--- config.mk ---
export PLATFORM = sky130hd
export DESIGN_NAME = bpfa_ctrl
export DESIGN_NICKNAME = d
export VERILOG_FILES = /design/src/hdl/bpfa_pkg.sv /design/src/hdl/bpfa_ctrl.sv
export SDC_FILE = /design/constraint.sdc
export NUM_CORES = 1
export LEC_CHECK = 0
export BUFFER_PORTS_ARGS = -buffer_cell sky130_fd_sc_hd__buf_2
export CAP_MARGIN = 20
export CORE_AREA = 4 4 41 43
export CTS_BUF_LIST = sky130_fd_sc_hd__clkbuf_4 sky130_fd_sc_hd__clkbuf_8 sky130_fd_sc_hd__clkbuf_16
export DETAILED_ROUTE_END_ITERATION = 7
export DIE_AREA = 0 0 45 47
export MAX_ROUTING_LAYER = met4
export PLACE_DENSITY = 0.67
export RECOVER_POWER = 100
export SLEW_MARGIN = 20
export SYNTH_ARGS = -nofsm -noshare
export SYNTH_HDL_FRONTEND = slang
export SYNTH_SLANG_ARGS = --single-unit
--- constraint.sdc ---
create_clock -name clk -period 1.57 [get_ports clk]
set_clock_uncertainty 0.2 [all_clocks]
set_input_delay 0.157 -clock clk [delete_from_list [all_inputs] [get_ports clk]]
set_output_delay 0.157 -clock clk [all_outputs]
set_load 0.03 [all_outputs]
--- src/hdl/bpfa_pkg.sv ---
// ============================================================================
// bpfa_pkg
// Shared types, constants and helper functions of the bitmap page allocator.
// ============================================================================
package bpfa_pkg;

    localparam int unsigned WORD_W   = 32;
    localparam int unsigned WORD_LSB = 5;
    localparam int unsigned CNT_W    = 13;

    localparam logic [CNT_W-1:0] CNT_MAX = 13'h1FFF;

    localparam logic [2:0] OP_REQUEST   = 3'd0;
    localparam logic [2:0] OP_FREE      = 3'd1;
    localparam logic [2:0] OP_LOCK      = 3'd2;
    localparam logic [2:0] OP_RESERVE   = 3'd3;
    localparam logic [2:0] OP_UNRESERVE = 3'd4;

    typedef struct packed {
        logic [2:0]  opcode;
        logic [11:0] target_page;
    } bpfa_req_t;

    typedef struct packed {
        logic        ok;
        logic [11:0] granted_page;
        logic [12:0] free_pages;
        logic [12:0] used_pages;
        logic [12:0] reserved_pages;
    } bpfa_rsp_t;

    typedef struct packed {
        logic clear_en;
        logic take;
        logic read_hint;
        logic read_target;
        logic step_next;
        logic grant;
        logic fail_req;
        logic apply;
        logic reject;
        logic load_out;
    } bpfa_cmd_t;

    typedef struct packed {
        logic clear_done;
        logic is_request;
        logic op_known;
        logic target_bad;
        logic hint_at_end;
        logic bit_match;
        logic found;
        logic cand_ok;
        logic next_at_end;
    } bpfa_stat_t;

    function automatic logic [CNT_W-1:0] sat_inc(input logic [CNT_W-1:0] v);
        return (v == CNT_MAX) ? v : v + 13'd1;
    endfunction

    function automatic logic [CNT_W-1:0] sat_dec(input logic [CNT_W-1:0] v);
        return (v == '0) ? v : v - 13'd1;
    endfunction

endpackage

--- src/hdl/bpfa_ctrl.sv ---
// ============================================================================
// bpfa_ctrl
// Sequencer of the page allocator: clears the bitmap after reset, takes one
// request at a time, drives the bitmap scan and hands the result out.
// ============================================================================
module bpfa_ctrl (
    input  logic                   clk,
    input  logic                   rst_n,
    input  logic                   in_valid,
    output logic                   in_stall,
    output logic                   out_valid,
    input  logic                   out_stall,
    input  bpfa_pkg::bpfa_stat_t   stat,
    output bpfa_pkg::bpfa_cmd_t    cmd
);
    import bpfa_pkg::*;

    typedef enum logic [2:0] {
        ST_CLEAR,
        ST_IDLE,
        ST_DECIDE,
        ST_CHECK,
        ST_FINISH
    } state_t;

    state_t state_reg;
    state_t state_next;
    logic   out_valid_reg;
    logic   out_valid_next;
    logic   slot_free;

    assign slot_free = !out_valid_reg || !out_stall;
    assign in_stall  = (state_reg != ST_IDLE);
    assign out_valid = out_valid_reg;

    always_comb
    begin
        cmd        = '0;
        state_next = state_reg;
        case (state_reg)
            ST_CLEAR:
            begin
                cmd.clear_en = 1'b1;
                if (stat.clear_done)
                begin
                    state_next = ST_IDLE;
                end
            end
            ST_IDLE:
            begin
                if (in_valid)
                begin
                    cmd.take   = 1'b1;
                    state_next = ST_DECIDE;
                end
            end
            ST_DECIDE:
            begin
                if (!stat.op_known)
                begin
                    cmd.reject = 1'b1;
                    state_next = ST_FINISH;
                end
                else if (stat.is_request)
                begin
                    if (stat.hint_at_end)
                    begin
                        cmd.reject = 1'b1;
                        state_next = ST_FINISH;
                    end
                    else
                    begin
                        cmd.read_hint = 1'b1;
                        state_next    = ST_CHECK;
                    end
                end
                else if (stat.target_bad)
                begin
                    cmd.reject = 1'b1;
                    state_next = ST_FINISH;
                end
                else
                begin
                    cmd.read_target = 1'b1;
                    state_next      = ST_CHECK;
                end
            end
            ST_CHECK:
            begin
                if (stat.is_request)
                begin
                    if (stat.found)
                    begin
                        cmd.grant    = stat.cand_ok;
                        cmd.fail_req = !stat.cand_ok;
                        state_next   = ST_FINISH;
                    end
                    else if (stat.next_at_end)
                    begin
                        cmd.fail_req = 1'b1;
                        state_next   = ST_FINISH;
                    end
                    else
                    begin
                        cmd.step_next = 1'b1;
                    end
                end
                else
                begin
                    cmd.reject = stat.bit_match;
                    cmd.apply  = !stat.bit_match;
                    state_next = ST_FINISH;
                end
            end
            ST_FINISH:
            begin
                if (slot_free)
                begin
                    cmd.load_out = 1'b1;
                    state_next   = ST_IDLE;
                end
            end
            default:
            begin
                state_next = ST_IDLE;
            end
        endcase
    end

    always_comb
    begin
        out_valid_next = out_valid_reg;
        if (cmd.load_out)
        begin
            out_valid_next = 1'b1;
        end
        else if (!out_stall)
        begin
            out_valid_next = 1'b0;
        end
    end

    always_ff @(posedge clk or negedge rst_n)
    begin
        if (!rst_n)
        begin
            state_reg     <= ST_CLEAR;
            out_valid_reg <= 1'b0;
        end
        else
        begin
            state_reg     <= state_next;
            out_valid_reg <= out_valid_next;
        end
    end

endmodule

# After elaboration in Yosys (flattened, before gate mapping)
# Cells that the tools add are included.
# Widths: inputs -> output; s select.
[totals] reg_bits=4 input_bits=13 output_inout_bits=12
[op_classes] eq_ne=10 mux=37 reduce_logical=7
[op_table] op="$mux 3" n=11
[op_table] op="$mux 1" n=20
[op_table] op="$pmux 3 s5" n=1
[op_table] op="$eq 3x2->1 const B" n=2
[op_table] op="$mux 2" n=3
[op_table] op="$ne 2x2->1 const B" n=3
[op_table] op="$logic_not 1->1" n=4
[op_table] op="$mux 4" n=1
[op_table] op="$ne 4x4->1 const B" n=1
[op_table] op="$reduce_and 4->1" n=1
[op_table] op="$eq 3x1->1 const B" n=1
[op_table] op="$eq 3x3->1 const B" n=1
[op_table] op="$logic_not 3->1" n=1
[op_table] op="$ne 3x1->1 const B" n=1
[op_table] op="$ne 2x1->1 const B" n=1
[op_table] op="$pmux 1 s2" n=1
[op_table] op="$logic_or 1x1->1" n=1

# Depth between registers and ports, before layout
[depth] depth_word=5 depth_mapped=6

# Worst setup path after synthesis
# Ideal clock, no wire load.
[synth_timing] path_type="register to output" startpoint="register state_reg[0]" endpoint="output port cmd[7] in the netlist's numbering" arrival_time_ns=1.470 slack_ns=-0.257 path_stages_with_launch=4 n_path_buf=1 cell_sequence="dfrtp_1 buf_4 nand4bb_1 nor3b_1"
[synth_rtl] item="start: declaration" line_no="bpfa_ctrl.sv:26" source="state_t state_reg;"
[synth_rtl] item="start signal: assignment" line_no="bpfa_ctrl.sv:152" source="state_reg <= state_next;"
[synth_rtl] item="end: declaration" line_no="bpfa_ctrl.sv:14" source="output bpfa_pkg::bpfa_cmd_t cmd"

==> summary.txt <==
Run status
  – Status: finished with violations
  – Failing checks: negative setup slack

Global route
  – Vias in the first global route: 506
  – First-pass GRT wire length: 2270 um
  – Largest net degree at the start of global routing: 10
  – GRT Overall Usage: 15.78%
  – GRT overflow: 0
  – Initial antenna violation count: 0

Routing
  – Vias: 517
  – Drt wl/cell: 13.34 um
  – Detailed Routing Iterations Pass 1: 4
  – Wirelength, routed: 1414 um
  – # DRC: 0
  – DR WL met3: 68 um
  – Top sig layer: met4
  – Via density: 4.877
  – Initial drt markers: 9
  – DRT antenna net count: 0
  – M1 wire length: 608 um
  – DR WL met2: 693 um

Final layout
  – Largest register FFs: 3
  – Post-layout util: 62.79%
  – Fraction of layout cells with a size suffix above 1: 68.13%
  – Fin cells: 106
  – ANT cells: 0
  – Final Instance Area: 817.0 um^2
  – Area Overhead vs Synth: 110.6%
  – Final-layout fill cell count: 113
  – Final #Nets: 106

CTS
  – CTS tree: built
  – Num Clock Sinks: 4
  – H-tree depth: 1
  – Clock insertion delay at the later pin of the skew report: 0.25 ns
  – Root Buffer: clkbuf_4
  – Reg clk slew, reported paths: 0.04 ns
  – Clock buffer depth: 2
  – Cts bufs inserted: 3

STA
  – PnR worst setup slack: -0.1379 ns
  – RSZ-0062 raised after global routing: yes
  – Max Clk Rate: 585.5 MHz
  – Tightest Pin Transition: 0.2707 ns
  – Minimum clock period: 1.708 ns
  – Worst slew margin: 81.96%
  – Fin crit share: 108.8%
  – Setup_tns: -1.024 ns
  – Final setup fails: 13
  – Final Slew Violations: 0
  – Hold Violations, Final: 0

Critical path
  – Flop2flop setup slack: -0.05 ns
  – WP buf/inv: 1
  – Crit-path max FO: 5
  – Reg2reg end: state_reg[1]
  – Reg2Reg Depth: 6
  – CP max-delay cell: or3b_4
  – FF-to-FF Start: state_reg[2]
  – Critical Path AT: 1.35 ns
  – Critical path's top delay family: simple AND/OR/NAND/NOR gates
  – Crit-path max cell delay: 0.46 ns
  – Worst EP required: 1.21 ns
  – Type of element capturing the critical path: output pin
  – Critical-path cell list: or3b_4 > nor2_4 > buf_6
  – CP Launch Type: register
  – Crit Path Category: reg -> out
  – Worst Setup SP: state_reg[0]

Logic synthesis
  – Seq cells post-synth: 4
  – Yosys cell types: 26
  – Part of the Yosys area used for sequential elements: 25.81%
  – Post-Syn Area: 387.9 um^2
  – Post-Syn Instances: 52
  – YS warnings: 0
  – Synth Net Count: 65
  – Synth Area per Inst: 7.459 um^2

Place
  – Hpwl dp: 943.4 um
  – Dpl cells: 92
  – Number of I/O port buffers: 24
  – GP Congestion: 0.7687
  – Pre-CTS setup slack: -0.03866 ns
  – Post-placement cell area: 568.0 um^2

Pwr
  – Psw: 0.6660 mW
  – Sequential share of power: 13.7%
  – Switch share: 44.57%
  – Total power divided by cell area: 1829 mW/mm^2
  – Power share of the clock group: 9.2%
  – Gate power share: 77.1%
  – Leak: 0.3984 nW
  – Internal power: 0.8282 mW
  – VDD IR max: 0.9344 mV

Die
  – Horiz. Die Dim: 45 um
  – Core area: 0.001301 mm^2
  – Num rows: 13
  – Chip height: 47 um
  – I/O pin total: 25
  – Die ar.: 0.002115 mm^2
  – Initial core utilization: 29.81%

Worst hold path
  – Hold Crit Class: in -> reg
  – Hold Crit Start: in_valid
  – Hold path cells: 2
  – Worst hold endpoint: state_reg[0]

Flow run
  – Max-cap violations: 0
routing by layer:
layer  up-vias  track usage (%)
li1        258                -
met1       233            18.31
met2        21            25.14
met3         5           0.3831
met4         0            13.45
met5         -                -
per-stage QoR:
| step | total power [mW] | hold WS, ns |
|---|---|---|
| global placement | 0.8954 | -0.2316 |
| CTS | 1.305 | 0.003868 |
| finish | 1.494 | 0.01572 |
| global route | 1.580 | 0.02372 |
| detailed placement | 0.9111 | -0.2257 |
| floorplan | 0.7551 | -0.3386 |
cells in the mapped netlist:
library cell	count	area, um^2
o21ai_0	4	20.02
and3_1	2	12.51
nand4bb_1	1	11.26
nand2b_1	1	6.260
inv_1	4	15.01
mux2_1	1	11.26
nand3_1	1	5.000
and2b_4	1	10.01
nor2_1	8	30.03
o221ai_1	1	8.760
nand4_1	1	6.260
nor2b_4	1	13.76
or3b_1	1	8.760
a21oi_1	1	5.000
o22ai_1	1	6.260
buf_4	2	15.01
clkbuf_1	1	3.750
o31ai_2	1	12.51
nor3b_1	1	7.510
buf_2	1	5.000
nand2_1	5	18.77
mux2i_1	1	10.01
o211ai_2	1	12.51
dfrtp_1	4	100.1
nor2b_1	2	12.51
nor3_1	4	20.02
placed cells by master, fill, tap and decap left out, types with 3 or more instances in the layout:
| cell type | count |
|---|---|
| buf_6 | 10 |
| nand2_1 | 3 |
| clkbuf_4 | 3 |
| buf_2 | 12 |
| buf_4 | 15 |
| nor3_2 | 3 |
| nor2_2 | 4 |
| nor2_1 | 3 |
| dfrtp_1 | 4 |
| inv_1 | 4 |
worst reg2reg max path, stage by stage (launching register included):
cell	delay, ns
dfrtp_1	0.40
buf_4	0.15
buf_4	0.14
and3_1	0.15
o21ai_2	0.16
o211ai_4	0.11
o31ai_2	0.20
worst max path at each step:
stage | end | slack, ns | cells past startpoint
after detailed placement | state_reg[1] | -0.04 | 5
after global placement | state_reg[0] | 0.006 | 3
after global routing | cmd[4] | -0.21 | 5
final | cmd[8] | -0.14 | 3
after CTS | cmd[8] | -0.11 | 3
after floorplan | state_reg[0] | -0.03 | 5
cells by family after synthesis:
logic type,share of synthesized area [%]
AO/OA/AOI/OAI,16.77
buffers and inverters,9.996
flip-flops,25.81
multiplexers,5.484
AND/OR/NAND/NOR,41.94
power groups by stage:
| stage | logic [mW] | clock network (mW) | registers, mW |
|---|---|---|---|
| after floorplan | 0.543 | 0 | 0.212 |
| after global placement | 0.705 | 0 | 0.191 |
| after detailed placement | 0.718 | 0 | 0.193 |
| after CTS | 0.964 | 0.141 | 0.200 |
| after global routing | 1.23 | 0.145 | 0.209 |
| final | 1.15 | 0.137 | 0.204 |
area by class of cell:
cell class              count  area (um^2)  share of cell area (%)
multi-input cells          40        351.6                   43.03
flip-flops and latches      4        100.1                   12.25
inverters                   4        15.01                   1.838
clock buffers               3        22.52                   2.757
well taps                  15        18.77                   2.297
repair buffers             40        309.0                   37.83
what timing repair did:
action,CTS,global route
buffers inserted,6,3
gates resized for setup,28,11
hold endpoints to repair,5,0
hold buffers,2,0
pin swaps,10,4
gates cloned,0,0
setup endpoints to repair,14,14
(Power assumes the default switching activity.)
